`src/hw/rtl/lsc_pkg.sv`:
```
// shared types, constants and helper functions for the line segment clipper
// no dependencies; imported by every module of the clipper
package lsc_pkg;

  localparam int COORD_BITS   = 12;
  localparam int FRAC_BITS    = 8;
  localparam int MAX_PASSES   = 8;
  localparam int PT_BITS      = COORD_BITS + FRAC_BITS;
  localparam int DIFF_BITS    = PT_BITS + 1;
  localparam int NUM_BITS     = 2 * PT_BITS + 2;
  localparam int DEN_BITS     = PT_BITS + 1;
  localparam int REM_BITS     = PT_BITS + 2;
  localparam int QUO_BITS     = PT_BITS + 1;
  localparam int DIV_STEPS    = NUM_BITS / 2;
  localparam int DIV_CNT_BITS = $clog2(DIV_STEPS + 1);
  localparam int PASS_BITS    = $clog2(MAX_PASSES + 1);
  localparam int QDEPTH       = 2;
  localparam int QPTR_BITS    = (QDEPTH > 1) ? $clog2(QDEPTH) : 1;
  localparam int QCNT_BITS    = $clog2(QDEPTH + 1);

  // outcode bits
  localparam logic [3:0] CODE_L = 4'h1;
  localparam logic [3:0] CODE_R = 4'h2;
  localparam logic [3:0] CODE_B = 4'h4;
  localparam logic [3:0] CODE_T = 4'h8;

  typedef logic signed [COORD_BITS-1:0] coord_t;
  typedef logic signed [PT_BITS-1:0]    pt_t;
  typedef logic signed [DIFF_BITS-1:0]  diff_t;

  typedef struct packed {
    coord_t first_x;
    coord_t first_y;
    coord_t second_x;
    coord_t second_y;
  } seg_t;

  typedef struct packed {
    logic   visible;
    coord_t out_first_x;
    coord_t out_first_y;
    coord_t out_second_x;
    coord_t out_second_y;
  } res_t;

  typedef struct packed {
    coord_t x_min;
    coord_t y_min;
    coord_t x_max;
    coord_t y_max;
  } win_t;

  typedef struct packed {
    seg_t seg;
    logic triv_acc;
    logic triv_rej;
  } job_t;

  typedef enum logic [1:0] {
    REG_X_MIN = 2'd0,
    REG_Y_MIN = 2'd1,
    REG_X_MAX = 2'd2,
    REG_Y_MAX = 2'd3
  } cfg_idx_t;

  typedef enum logic [2:0] {
    ST_IDLE,
    ST_CODE,
    ST_MUL,
    ST_PREP,
    ST_DIV,
    ST_UPD,
    ST_FIN
  } bst_t;

  // integer coordinate to fixed point
  function automatic pt_t to_pt(coord_t c);
    return {c, {FRAC_BITS{1'b0}}};
  endfunction

  // window outcode of a fixed-point point
  function automatic logic [3:0] outcode(pt_t x, pt_t y, win_t w);
    logic [3:0] c;
    c = '0;
    if (x < to_pt(w.x_min)) c = c | CODE_L;
    if (x > to_pt(w.x_max)) c = c | CODE_R;
    if (y < to_pt(w.y_min)) c = c | CODE_B;
    if (y > to_pt(w.y_max)) c = c | CODE_T;
    return c;
  endfunction

  // round half up to an integer coordinate
  function automatic coord_t round_int(pt_t v);
    logic signed [PT_BITS:0] s;
    s = {v[PT_BITS-1], v} + (PT_BITS+1)'(1 << (FRAC_BITS - 1));
    return s[FRAC_BITS +: COORD_BITS];
  endfunction

endpackage

```
`src/hw/rtl/lsc_front.sv`:
```
// front end: accepts segments, classifies trivial accept or reject, queues jobs
// depends on lsc_pkg
module lsc_front import lsc_pkg::*; (
  input  logic clk,
  input  logic rst_n,
  input  logic push,
  output logic full,
  input  seg_t in_data,
  input  win_t win,
  output logic job_valid,
  output job_t job,
  input  logic job_take
);

  job_t                 mem_r [QDEPTH];
  logic [QPTR_BITS-1:0] wr_ptr_r, wr_ptr_nxt;
  logic [QPTR_BITS-1:0] rd_ptr_r, rd_ptr_nxt;
  logic [QCNT_BITS-1:0] cnt_r, cnt_nxt;
  logic [3:0]           c1, c2;
  job_t                 job_in;
  logic                 wr_en, rd_en;

  // classify by outcodes of the raw endpoints
  always_comb begin
    c1 = outcode(to_pt(in_data.first_x), to_pt(in_data.first_y), win);
    c2 = outcode(to_pt(in_data.second_x), to_pt(in_data.second_y), win);
    job_in.seg      = in_data;
    job_in.triv_acc = ((c1 | c2) == 4'h0);
    job_in.triv_rej = ((c1 & c2) != 4'h0);
  end

  // queue control
  always_comb begin
    full       = (cnt_r == QCNT_BITS'(QDEPTH));
    job_valid  = (cnt_r != '0);
    job        = mem_r[rd_ptr_r];
    wr_en      = push && !full;
    rd_en      = job_take && job_valid;
    wr_ptr_nxt = wr_ptr_r;
    rd_ptr_nxt = rd_ptr_r;
    cnt_nxt    = cnt_r;
    if (wr_en) begin
      wr_ptr_nxt = (wr_ptr_r == QPTR_BITS'(QDEPTH - 1)) ? '0 : wr_ptr_r + 1'b1;
    end
    if (rd_en) begin
      rd_ptr_nxt = (rd_ptr_r == QPTR_BITS'(QDEPTH - 1)) ? '0 : rd_ptr_r + 1'b1;
    end
    if (wr_en && !rd_en) begin
      cnt_nxt = cnt_r + 1'b1;
    end else if (rd_en && !wr_en) begin
      cnt_nxt = cnt_r - 1'b1;
    end
  end

  // storage
  always_ff @(posedge clk) begin
    if (wr_en) begin
      mem_r[wr_ptr_r] <= job_in;
    end
  end

  // pointers and fill count
  always_ff @(posedge clk) begin
    if (!rst_n) begin
      wr_ptr_r <= '0;
      rd_ptr_r <= '0;
      cnt_r    <= '0;
    end else begin
      wr_ptr_r <= wr_ptr_nxt;
      rd_ptr_r <= rd_ptr_nxt;
      cnt_r    <= cnt_nxt;
    end
  end

endmodule

```
`src/hw/rtl/lsc_back.sv`:
```
// back end: clip sequencer with multiplier and two-bit-per-cycle divider
// depends on lsc_pkg
module lsc_back import lsc_pkg::*; (
  input  logic clk,
  input  logic rst_n,
  input  win_t win,
  input  logic job_valid,
  input  job_t job,
  output logic job_take,
  output logic res_push,
  output res_t res,
  input  logic res_full
);

  bst_t                    st_r, st_nxt;
  pt_t                     x1_r, y1_r, x2_r, y2_r, edge_r;
  logic [PASS_BITS-1:0]    pass_r;
  logic                    lr_r, skip_r, neg_r, zero_r, vis_r;
  diff_t                   n1_r, n2_r, den_r;
  logic [2*PT_BITS-1:0]    prod_r;
  logic [PT_BITS-1:0]      d_r;
  logic [NUM_BITS-1:0]     num_r;
  logic [REM_BITS-1:0]     rem_r;
  logic [QUO_BITS-1:0]     quo_r;
  logic [DIV_CNT_BITS-1:0] cnt_r;

  logic [3:0]          c1, c2, sc1;
  logic                swap, lr_c, done_acc, done_rej, pass_lim;
  pt_t                 sx1, sy1, sx2, sy2, edge_c;
  diff_t               n1_c, n2_c, den_c;
  logic [PT_BITS-1:0]  a_mag, b_mag, d_mag;
  logic [REM_BITS-1:0] r1, r1s, r2, r2s, dd_ext;
  logic                ge1, ge2;
  diff_t               corr;

  // outcode evaluation, swap and edge choice
  always_comb begin
    c1       = outcode(x1_r, y1_r, win);
    c2       = outcode(x2_r, y2_r, win);
    pass_lim = (pass_r == PASS_BITS'(MAX_PASSES));
    done_acc = ((c1 | c2) == 4'h0);
    done_rej = ((c1 & c2) != 4'h0) || pass_lim;
    swap     = (c1 == 4'h0);
    sx1      = swap ? x2_r : x1_r;
    sy1      = swap ? y2_r : y1_r;
    sx2      = swap ? x1_r : x2_r;
    sy2      = swap ? y1_r : y2_r;
    sc1      = swap ? c2 : c1;
    lr_c     = ((sc1 & (CODE_L | CODE_R)) != 4'h0);
    if (lr_c) begin
      edge_c = ((sc1 & CODE_L) != 4'h0) ? to_pt(win.x_min) : to_pt(win.x_max);
      n1_c   = diff_t'(edge_c) - diff_t'(sx1);
      n2_c   = diff_t'(sy2) - diff_t'(sy1);
      den_c  = diff_t'(sx2) - diff_t'(sx1);
    end else begin
      edge_c = ((sc1 & CODE_B) != 4'h0) ? to_pt(win.y_min) : to_pt(win.y_max);
      n1_c   = diff_t'(edge_c) - diff_t'(sy1);
      n2_c   = diff_t'(sx2) - diff_t'(sx1);
      den_c  = diff_t'(sy2) - diff_t'(sy1);
    end
  end

  // operand magnitudes
  always_comb begin
    a_mag = n1_r[DIFF_BITS-1]  ? PT_BITS'(-n1_r)  : PT_BITS'(n1_r);
    b_mag = n2_r[DIFF_BITS-1]  ? PT_BITS'(-n2_r)  : PT_BITS'(n2_r);
    d_mag = den_r[DIFF_BITS-1] ? PT_BITS'(-den_r) : PT_BITS'(den_r);
  end

  // two restoring division steps per cycle
  always_comb begin
    dd_ext = REM_BITS'({d_r, 1'b0});
    r1     = {rem_r[REM_BITS-2:0], num_r[NUM_BITS-1]};
    ge1    = (r1 >= dd_ext);
    r1s    = ge1 ? r1 - dd_ext : r1;
    r2     = {r1s[REM_BITS-2:0], num_r[NUM_BITS-2]};
    ge2    = (r2 >= dd_ext);
    r2s    = ge2 ? r2 - dd_ext : r2;
  end

  // signed correction term
  always_comb begin
    if (zero_r) begin
      corr = '0;
    end else if (neg_r) begin
      corr = -diff_t'(quo_r);
    end else begin
      corr = diff_t'(quo_r);
    end
  end

  // next state
  always_comb begin
    st_nxt = st_r;
    case (st_r)
      ST_IDLE: begin
        if (job_valid) begin
          st_nxt = (job.triv_acc || job.triv_rej) ? ST_FIN : ST_CODE;
        end
      end
      ST_CODE: st_nxt = (done_acc || done_rej) ? ST_FIN : ST_MUL;
      ST_MUL:  st_nxt = ST_PREP;
      ST_PREP: st_nxt = ST_DIV;
      ST_DIV: begin
        if (cnt_r == DIV_CNT_BITS'(DIV_STEPS - 1)) st_nxt = ST_UPD;
      end
      ST_UPD:  st_nxt = ST_CODE;
      ST_FIN: begin
        if (!res_full) st_nxt = ST_IDLE;
      end
      default: st_nxt = ST_IDLE;
    endcase
  end

  // handshake outputs
  always_comb begin
    job_take = (st_r == ST_IDLE) && job_valid;
    res_push = (st_r == ST_FIN) && !res_full;
    res.visible      = vis_r;
    res.out_first_x  = vis_r ? round_int(x1_r) : '0;
    res.out_first_y  = vis_r ? round_int(y1_r) : '0;
    res.out_second_x = vis_r ? round_int(x2_r) : '0;
    res.out_second_y = vis_r ? round_int(y2_r) : '0;
  end

  // state register
  always_ff @(posedge clk) begin
    if (!rst_n) begin
      st_r <= ST_IDLE;
    end else begin
      st_r <= st_nxt;
    end
  end

  // datapath
  always_ff @(posedge clk) begin
    case (st_r)
      ST_IDLE: begin
        x1_r   <= to_pt(job.seg.first_x);
        y1_r   <= to_pt(job.seg.first_y);
        x2_r   <= to_pt(job.seg.second_x);
        y2_r   <= to_pt(job.seg.second_y);
        pass_r <= '0;
        vis_r  <= job.triv_acc;
      end
      ST_CODE: begin
        vis_r  <= done_acc && !pass_lim;
        if (!(done_acc || done_rej)) begin
          x1_r   <= sx1;
          y1_r   <= sy1;
          x2_r   <= sx2;
          y2_r   <= sy2;
          edge_r <= edge_c;
          lr_r   <= lr_c;
          skip_r <= !lr_c && (sx2 == sx1);
          n1_r   <= n1_c;
          n2_r   <= n2_c;
          den_r  <= den_c;
        end
      end
      ST_MUL: begin
        prod_r <= (2*PT_BITS)'(a_mag) * (2*PT_BITS)'(b_mag);
        d_r    <= d_mag;
        neg_r  <= n1_r[DIFF_BITS-1] ^ n2_r[DIFF_BITS-1] ^ den_r[DIFF_BITS-1];
        zero_r <= (den_r == '0) || (a_mag == '0) || (b_mag == '0) || skip_r;
      end
      ST_PREP: begin
        num_r <= (NUM_BITS'(prod_r) << 1) + NUM_BITS'(d_r) - NUM_BITS'(neg_r);
        rem_r <= '0;
        quo_r <= '0;
        cnt_r <= '0;
      end
      ST_DIV: begin
        num_r <= num_r << 2;
        rem_r <= r2s;
        quo_r <= {quo_r[QUO_BITS-3:0], ge1, ge2};
        cnt_r <= cnt_r + 1'b1;
      end
      ST_UPD: begin
        if (lr_r) begin
          y1_r <= PT_BITS'(diff_t'(y1_r) + corr);
          x1_r <= edge_r;
        end else begin
          if (!skip_r) x1_r <= PT_BITS'(diff_t'(x1_r) + corr);
          y1_r <= edge_r;
        end
        pass_r <= pass_r + 1'b1;
      end
      default: begin
      end
    endcase
  end

`ifndef NO_ASSERTIONS
  // a result leaves only from the finish state
  a_push_fin: assert property (@(posedge clk) disable iff (!rst_n)
    res_push |-> st_r == ST_FIN) else $error("result pushed outside finish");
  // divider count stays within its step count
  a_div_cnt: assert property (@(posedge clk) disable iff (!rst_n)
    st_r == ST_DIV |-> cnt_r < DIV_CNT_BITS'(DIV_STEPS)) else $error("divider overrun");
  // clip passes never exceed the limit
  a_pass_lim: assert property (@(posedge clk) disable iff (!rst_n)
    st_r == ST_MUL |-> pass_r < PASS_BITS'(MAX_PASSES)) else $error("pass limit exceeded");
  // a job is taken only when idle, and work starts next cycle
  a_take: assert property (@(posedge clk) disable iff (!rst_n)
    job_take |=> (st_r == ST_CODE || st_r == ST_FIN)) else $error("bad job start");
`endif

endmodule

```
`src/hw/rtl/lsc_outq.sv`:
```
// result queue between the clip sequencer and the result port
// depends on lsc_pkg
module lsc_outq import lsc_pkg::*; (
  input  logic clk,
  input  logic rst_n,
  input  logic res_push,
  input  res_t res,
  output logic res_full,
  output logic empty,
  input  logic pop,
  output res_t out_data
);

  res_t                 mem_r [QDEPTH];
  logic [QPTR_BITS-1:0] wr_ptr_r, wr_ptr_nxt;
  logic [QPTR_BITS-1:0] rd_ptr_r, rd_ptr_nxt;
  logic [QCNT_BITS-1:0] cnt_r, cnt_nxt;
  logic                 wr_en, rd_en;

  // queue control
  always_comb begin
    res_full   = (cnt_r == QCNT_BITS'(QDEPTH));
    empty      = (cnt_r == '0);
    out_data   = mem_r[rd_ptr_r];
    wr_en      = res_push && !res_full;
    rd_en      = pop && !empty;
    wr_ptr_nxt = wr_ptr_r;
    rd_ptr_nxt = rd_ptr_r;
    cnt_nxt    = cnt_r;
    if (wr_en) begin
      wr_ptr_nxt = (wr_ptr_r == QPTR_BITS'(QDEPTH - 1)) ? '0 : wr_ptr_r + 1'b1;
    end
    if (rd_en) begin
      rd_ptr_nxt = (rd_ptr_r == QPTR_BITS'(QDEPTH - 1)) ? '0 : rd_ptr_r + 1'b1;
    end
    if (wr_en && !rd_en) begin
      cnt_nxt = cnt_r + 1'b1;
    end else if (rd_en && !wr_en) begin
      cnt_nxt = cnt_r - 1'b1;
    end
  end

  // storage
  always_ff @(posedge clk) begin
    if (wr_en) begin
      mem_r[wr_ptr_r] <= res;
    end
  end

  // pointers and fill count
  always_ff @(posedge clk) begin
    if (!rst_n) begin
      wr_ptr_r <= '0;
      rd_ptr_r <= '0;
      cnt_r    <= '0;
    end else begin
      wr_ptr_r <= wr_ptr_nxt;
      rd_ptr_r <= rd_ptr_nxt;
      cnt_r    <= cnt_nxt;
    end
  end

endmodule

```
`src/hw/rtl/line_segment_clipper_unit.sv`:
```
// Cohen-Sutherland line clipper against a window set by four write-only
// registers. Segments enter a two-deep job queue where trivial accept and
// reject are classified; the back end then clips. A trivially decided segment
// goes from idle straight to the finish state; each clip pass steps through
// outcode, multiply, dividend setup, the divider at two quotient bits per
// cycle, and update. Results wait in a two-deep queue.
// depends on lsc_pkg, lsc_front, lsc_back, lsc_outq
module line_segment_clipper_unit import lsc_pkg::*; (
  input  logic     clk,
  input  logic     rst_n,
  input  logic     push,
  output logic     full,
  input  seg_t     in_data,
  output logic     empty,
  input  logic     pop,
  output res_t     out_data,
  input  logic     cfg_we,
  input  cfg_idx_t cfg_idx,
  input  coord_t   cfg_data
);

  win_t win_r;
  logic job_valid, job_take, res_push, res_full;
  job_t job;
  res_t res;

  // window registers
  always_ff @(posedge clk) begin
    if (!rst_n) begin
      win_r.x_min <= coord_t'(50);
      win_r.y_min <= coord_t'(50);
      win_r.x_max <= coord_t'(350);
      win_r.y_max <= coord_t'(350);
    end else if (cfg_we) begin
      case (cfg_idx)
        REG_X_MIN: win_r.x_min <= cfg_data;
        REG_Y_MIN: win_r.y_min <= cfg_data;
        REG_X_MAX: win_r.x_max <= cfg_data;
        REG_Y_MAX: win_r.y_max <= cfg_data;
        default: begin
        end
      endcase
    end
  end

  // front end and job queue
  lsc_front u_front (
    .clk       (clk),
    .rst_n     (rst_n),
    .push      (push),
    .full      (full),
    .in_data   (in_data),
    .win       (win_r),
    .job_valid (job_valid),
    .job       (job),
    .job_take  (job_take)
  );

  // clip sequencer
  lsc_back u_back (
    .clk       (clk),
    .rst_n     (rst_n),
    .win       (win_r),
    .job_valid (job_valid),
    .job       (job),
    .job_take  (job_take),
    .res_push  (res_push),
    .res       (res),
    .res_full  (res_full)
  );

  // result queue
  lsc_outq u_outq (
    .clk      (clk),
    .rst_n    (rst_n),
    .res_push (res_push),
    .res      (res),
    .res_full (res_full),
    .empty    (empty),
    .pop      (pop),
    .out_data (out_data)
  );

endmodule

```
`config.mk`:
```
export PLATFORM = sky130hd
export DESIGN_NAME = line_segment_clipper_unit
export DESIGN_NICKNAME = d
export VERILOG_FILES = /design/src/hw/rtl/lsc_pkg.sv /design/src/hw/rtl/lsc_front.sv /design/src/hw/rtl/lsc_back.sv /design/src/hw/rtl/lsc_outq.sv /design/src/hw/rtl/line_segment_clipper_unit.sv
export SDC_FILE = /design/constraint.sdc
export NUM_CORES = 2
export LEC_CHECK = 0
export BUFFER_PORTS_ARGS = -buffer_cell sky130_fd_sc_hd__buf_4
export CAP_MARGIN = 20
export CORE_ASPECT_RATIO = 1.5
export CORE_MARGIN = 3
export CORE_UTILIZATION = 63
export DETAILED_ROUTE_END_ITERATION = 8
export GPL_ROUTABILITY_DRIVEN = 1
export PLACE_DENSITY = 0.8
export SLEW_MARGIN = 0
export SYNTH_ARGS = -nofsm -noshare
export SYNTH_HDL_FRONTEND = slang
export SYNTH_SLANG_ARGS = --single-unit
```
`constraint.sdc`:
```
create_clock -name clk -period 13.1 [get_ports clk]
set_input_delay 1.965 -clock clk [delete_from_list [all_inputs] [get_ports clk]]
set_output_delay 1.965 -clock clk [all_outputs]
set_load 0.05 [all_outputs]
```
== Yosys cells after proc, flatten, opt, wreduce, memory -nomap -nowiden ==
Memories as Yosys holds them, arrays and structs flattened. A register that Yosys moved wholly into a read port is not among the register bits.
Cells that the tools add are included.

* RAM bits: 198
* Memories: 2
* Register bits after elaboration: 379
* Output and inout bits: 51
* Word-level logic and storage cells: 238
* Input bits: 67

{| class="wikitable"
|+ Memory list
! name !! words !! width !! read ports !! clocked after Yosys merged registers in !! write ports !! line !! text
|-
| u_front.mem_r || 2 || 50 || 1 || 1 || 1 || lsc_front.sv:15 || <nowiki>job_t mem_r [QDEPTH];</nowiki>
|-
| u_outq.mem_r || 2 || 49 || 1 || 1 || 1 || lsc_outq.sv:14 || <nowiki>res_t mem_r [QDEPTH];</nowiki>
|}

* Equality and inequality tests: 19
* $lt $le $gt $ge: 18
* $add $sub $neg: 28
* Multiplexer cells: 77
* Reduce and logical (&&, ||, !) cells: 55
* Multiply operators: 1
* Bitwise logic cells: 7

{| class="wikitable"
|+ Operators by type and width
! kind !! number
|-
| $mux 20 || 19
|-
| $gt 20x20->1 || 8
|-
| $lt 20x20->1 || 8
|-
| $pmux 20 s2 || 3
|-
| $pmux 20 s3 || 2
|-
| $mux 21 || 5
|-
| $pmux 42 s2 || 1
|-
| $sub 20x20->21 || 4
|-
| $add 20x9->20 const B || 4
|-
| $neg 20->20 || 4
|-
| $mux 12 || 4
|-
| $ge 22x21->1 || 2
|-
| $add 41x20->42 || 1
|-
| $pmux 21 s2 || 1
|-
| $sub 21x21->21 || 2
|-
| $sub 42x1->42 || 1
|-
| $add 20x20->20 || 2
|-
| $logic_not 20->1 || 2
|-
| $mul 20x20->40 || 1
|-
| $mux 3 || 10
|-
| $logic_not 21->1 || 1
|-
| $pmux 3 s7 || 1
|-
| $eq 20x20->1 || 1
|-
| $mux 1 || 16
|-
| 35 further kinds || 102
|}

== Logic depth before layout (Yosys ltp) ==
* Word-level depth: 11
* Gate-level depth with buffers: 39
* Depth with buffers taken out: 36

== By module ==
Synthesis repeated with hierarchy kept, for this count alone.

* Cell total of the unflattened synthesis: 5,882
* Area, all modules: 54,586.1 um2

{| class="wikitable"
|+ Modules (own cells, without submodules)
! module !! cells each !! area each (um2) !! times used !! seq. area each (um2)
|-
| lsc_back || 5,059 || 42,888.6 || 1 || 9,429.0
|-
| lsc_front || 466 || 6,068.3 || 1 || 3,103.0
|-
| lsc_outq || 177 || 3,762.4 || 1 || 3,042.9
|-
| line_segment_clipper_unit || 180 || 1,866.8 || 1 || 960.9
|}

== Worst setup path before layout ==
No wires, ideal clock.

* Kind: register to register
* Start point: reg u_back.n1_r[0]
* End point: reg u_back.prod_r[38], data pin
* Data arrival time: 9.335 ns
* Clock period less this slack: 9.530 ns
* Required time: 12.905 ns
* Stages on the path, launching flop included: 35
* Library setup time: 0.195 ns
* Slack: 3.570 ns
* Cell sequence: edfxtp_1 clkbuf_1 inv_1 clkbuf_1 ha_1 nand2b_1 or4_1 nand2b_1 o31ai_1 xor2_1 nor2_1 fa_1 fa_1 inv_1 fa_1 inv_1 fa_1 fa_1 fa_1 inv_1 fa_1 inv_1 ha_1 and3_1 and3_1 and3_1 a22o_1 o41a_1 a41oi_1 a2111oi_0 o31a_1 o21a_1 o21a_1 o21a_1 o311ai_0

* Cells in the longest elaborated chain, start to end: 3

{| class="wikitable"
|+ Ends and longest elaborated chain
! item !! line !! text
|-
| start, declared || lsc_back.sv:19 || <nowiki>diff_t n1_r, n2_r, den_r;</nowiki>
|-
| start signal, assigned || lsc_back.sv:156 || <nowiki>n1_r <= n1_c;</nowiki>
|-
| $neg 20->20 || lsc_back.sv:65 || <nowiki>a_mag = n1_r[DIFF_BITS-1] ? PT_BITS'(-n1_r) : PT_BITS'(n1_r);</nowiki>
|-
| $mux 20 (*) || lsc_back.sv:65 ||
|-
| $mul 20x20->40 (*) || lsc_back.sv:162 || <nowiki>prod_r <= (2*PT_BITS)'(a_mag) * (2*PT_BITS)'(b_mag);</nowiki>
|-
| end signal, assigned || lsc_back.sv:162 ||
|-
| end, declared || lsc_back.sv:20 || <nowiki>logic [2*PT_BITS-1:0] prod_r;</nowiki>
|}

Every way passes the cells marked *; elsewhere a longest branch is shown, timed or not.
A chain may end at the register's enable or synchronous reset.

== Worst setup path after layout ==
Same ends and word-level chain as after synthesis.

==> out/qor.csv <==
metric,value,unit
status,"complete, no violations",
drv_slew,0,
async_flop_share,0,%
viasPerCell,6.43,
slew_headroom,22.0,%
fin_skew,34.1,ps
grt_remaining_overflow,0,
ys_seq_elements,571,
start_kind,register,
cts.sinks,571,
crit_top_cell,fa_1,
grt_pass1_vias,46000,
track_usage,40.6,%
setup_viol_count_final,0,
hold_viol,0,
max_stage_delay,700,ps
arrival,11290,ps
postCtsSetupRepairBufs,0,
synth_warnings,0,
port_buffers,117,
postSynthAreaPerCell,9.21,um^2
insertion_delay,690,ps
crit_path_end_kind,register,
die_w,245,um
finalSetupTns,0,ps
synth_area,54100,um^2
synth_edf_count,510,
cts-resized-gates,0,
fp.coreArea,85100,um^2
tightest_slew,1160,ps
die_area,89600,um^2
clockRootBuffer,clkbuf_16,
period_needed,10810,ps
synthesis.nets,6782,
rows,131,
rsz0062_at_grt,false,
dpl.hpwl,140000,um
initial_core_util,63.6,%
path_clk_slew,60,ps
grt_pass1_wl,272000,um
period_share,82.6,%
fin_nets,6826,
crit_type,reg -> reg,
antenna_found_initial,6,
synth-seq-area-share,30.5,%
drtPass1Iterations,6,
ys.flop_type,edfxtp_1,
via_count,45700,
hold_class,reg -> reg,
clockBufferDepth,3,
drive_gt1_share,7.78,%
fmax,92.5,MHz
gp_routability_congestion,1.01,
cts_tree,built,
drc,0,
avgRoutedWirePerCell,25.6,um
numCtsBuffers,58,
wirelength,182000,um
htree_levels,2,
ctsHoldBuffers,0,
syn_inst,5876,
ant_nets,0,
num_io_pins,118,
die_y,365,um
ys_types,97,
grt_max_degree,136,
cp_max_fo,13,
crit_required,13580,ps
drt-initial-drc-count,3982,
max_cap_viol_count,0,
slowest_stage,xor2_1,
area_growth,8.09,%
registers in the layout, indices dropped and copies added (netlist names), 2 cells and up, named ones only:
register,flops
u_back.n1_r,21
u_back.d_r,20
u_back.prod_r,40
u_back.den_r,21
u_back.y1_r,20
u_back.x1_r,20
u_front.mem_r,100
u_back.cnt_r,5
u_back.num_r,42
u_back.rem_r,21
u_back.quo_r,20
u_back.pass_r,4
u_back.edge_r,12
u_outq.mem_r,98
win_r,48
u_front.cnt_r,2
u_back.y2_r,20
u_back.n2_r,21
u_back.x2_r,20
u_outq.cnt_r,2
u_back.st_r,3
final timing paths:
check                      start                 to  slack, ps  cells after the start
hold / removal          win_r[7]           win_r[7]        470                      2
setup reg to reg  u_back.n1_r[0]  u_back.prod_r[38]       2290                     32
setup / recovery  u_back.n1_r[0]  u_back.prod_r[38]       2290                     32
hold reg to reg         win_r[7]           win_r[7]        470                      2
layout by cell type, fill, tap and decap left out, drive strengths merged, types with 25 or more instances in the layout:
| cell | synthesis | layout |
|---|---|---|
| nand2b | 70 | 70 |
| inv | 629 | 634 |
| and3 | 33 | 33 |
| edfxtp | 510 | 510 |
| nand2 | 630 | 630 |
| o31ai | 41 | 41 |
| a211oi | 53 | 53 |
| nand4 | 46 | 46 |
| a21oi | 286 | 286 |
| o21ai | 245 | 245 |
| xnor2 | 223 | 223 |
| nor2b | 113 | 113 |
| fa | 325 | 325 |
| a21boi | 65 | 65 |
| nor2 | 591 | 591 |
| clkinv | 3 | 25 |
| a21o | 98 | 98 |
| nand3 | 86 | 86 |
| o21bai | 25 | 25 |
| a31oi | 55 | 55 |
| buf | 50 | 227 |
| clkbuf | 195 | 71 |
| xor2 | 140 | 140 |
| or3 | 45 | 45 |
| and2 | 79 | 79 |
| nor3 | 82 | 82 |
| o22ai | 28 | 28 |
| mux2 | 61 | 61 |
| o21a | 76 | 76 |
| ha | 514 | 514 |
| o211ai | 51 | 51 |
| mux2i | 99 | 99 |
| dfxtp | 61 | 61 |
critical path: cells and delay by family, from the launching register on:
| family | cells | cell delay (ps) |
|---|---|---|
| adder cells (fa/ha/maj) | 9 | 4190 |
| XOR/XNOR | 1 | 700 |
| AO/OA/AOI/OAI | 10 | 2820 |
| flip-flops | 1 | 570 |
| buffers and inverters | 5 | 710 |
| AND/OR/NAND/NOR | 7 | 1630 |
metal layers:
| metal | routed length, um | track usage [%] | up-vias |
|---|---|---|---|
| met3 | 13000 | 8.90 | 1043 |
| li1 | - | - | 20400 |
| met5 | 27 | 0.0545 | - |
| met1 | 57400 | 39.9 | 21800 |
| met4 | 24300 | 42.6 | 4 |
| met2 | 86900 | 68.5 | 2365 |
cell type report:
type / count / area [um^2]
repair buffers: 229 / 1760
clock buffers: 69 / 1590
clock inverters: 38 / 438
inverters: 632 / 2370
diodes: 4 / 10.0
multi-input cells: 4428 / 34400
well taps: 1130 / 1410
flip-flops and latches: 571 / 16500
fillers: 6655 / 26500
cells in the mapped netlist, drive strengths merged, types with 76 or more instances:
master,count,share of area (%)
o21a,76,1.1
mux2i,99,1.8
xor2,140,2.3
nand2,630,4.4
o21ai,245,2.3
nor3,82,0.76
inv,629,4.4
xnor2,223,3.6
a21o,98,1.4
nor2,591,4.1
a21oi,286,2.6
ha,514,12
clkbuf,195,1.4
edfxtp,510,28
fa,325,12
and2,79,0.91
nor2b,113,1.3
nand3,86,0.81
cell families (layout without fill, tap and decap cells):
| family | count (synthesis) | in the layout | synth area share, % |
|---|---|---|---|
| muxes | 160 | 160 | 3.11 |
| and+or+nand+nor | 1866 | 1866 | 15.8 |
| AOI/OAI and AO/OA | 1178 | 1178 | 14.2 |
| other | 0 | 4 | 0 |
| buffers and inverters | 877 | 968 | 6.18 |
| DFF | 571 | 571 | 30.5 |
| adders and majority gates | 861 | 861 | 24.3 |
| xor gates and xnor gates | 363 | 363 | 5.87 |
per-stage QoR:
step	worst slack, ps	util [%]	area [um^2]	hold WS [ps]	cells
after global placement	2620	66.3	56400	451	6980
after detailed placement	2410	66.3	56400	458	6981
after floorplan	3570	-	54100	443	5876
after global routing	1880	68.8	58500	486	7097
after CTS	2410	68.7	58400	467	7088
final	2290	68.8	58500	467	7101
Power is left out: the tool's default activity adds up to more than one toggle a clock period on the data nets, which glitch-free logic cannot reach.
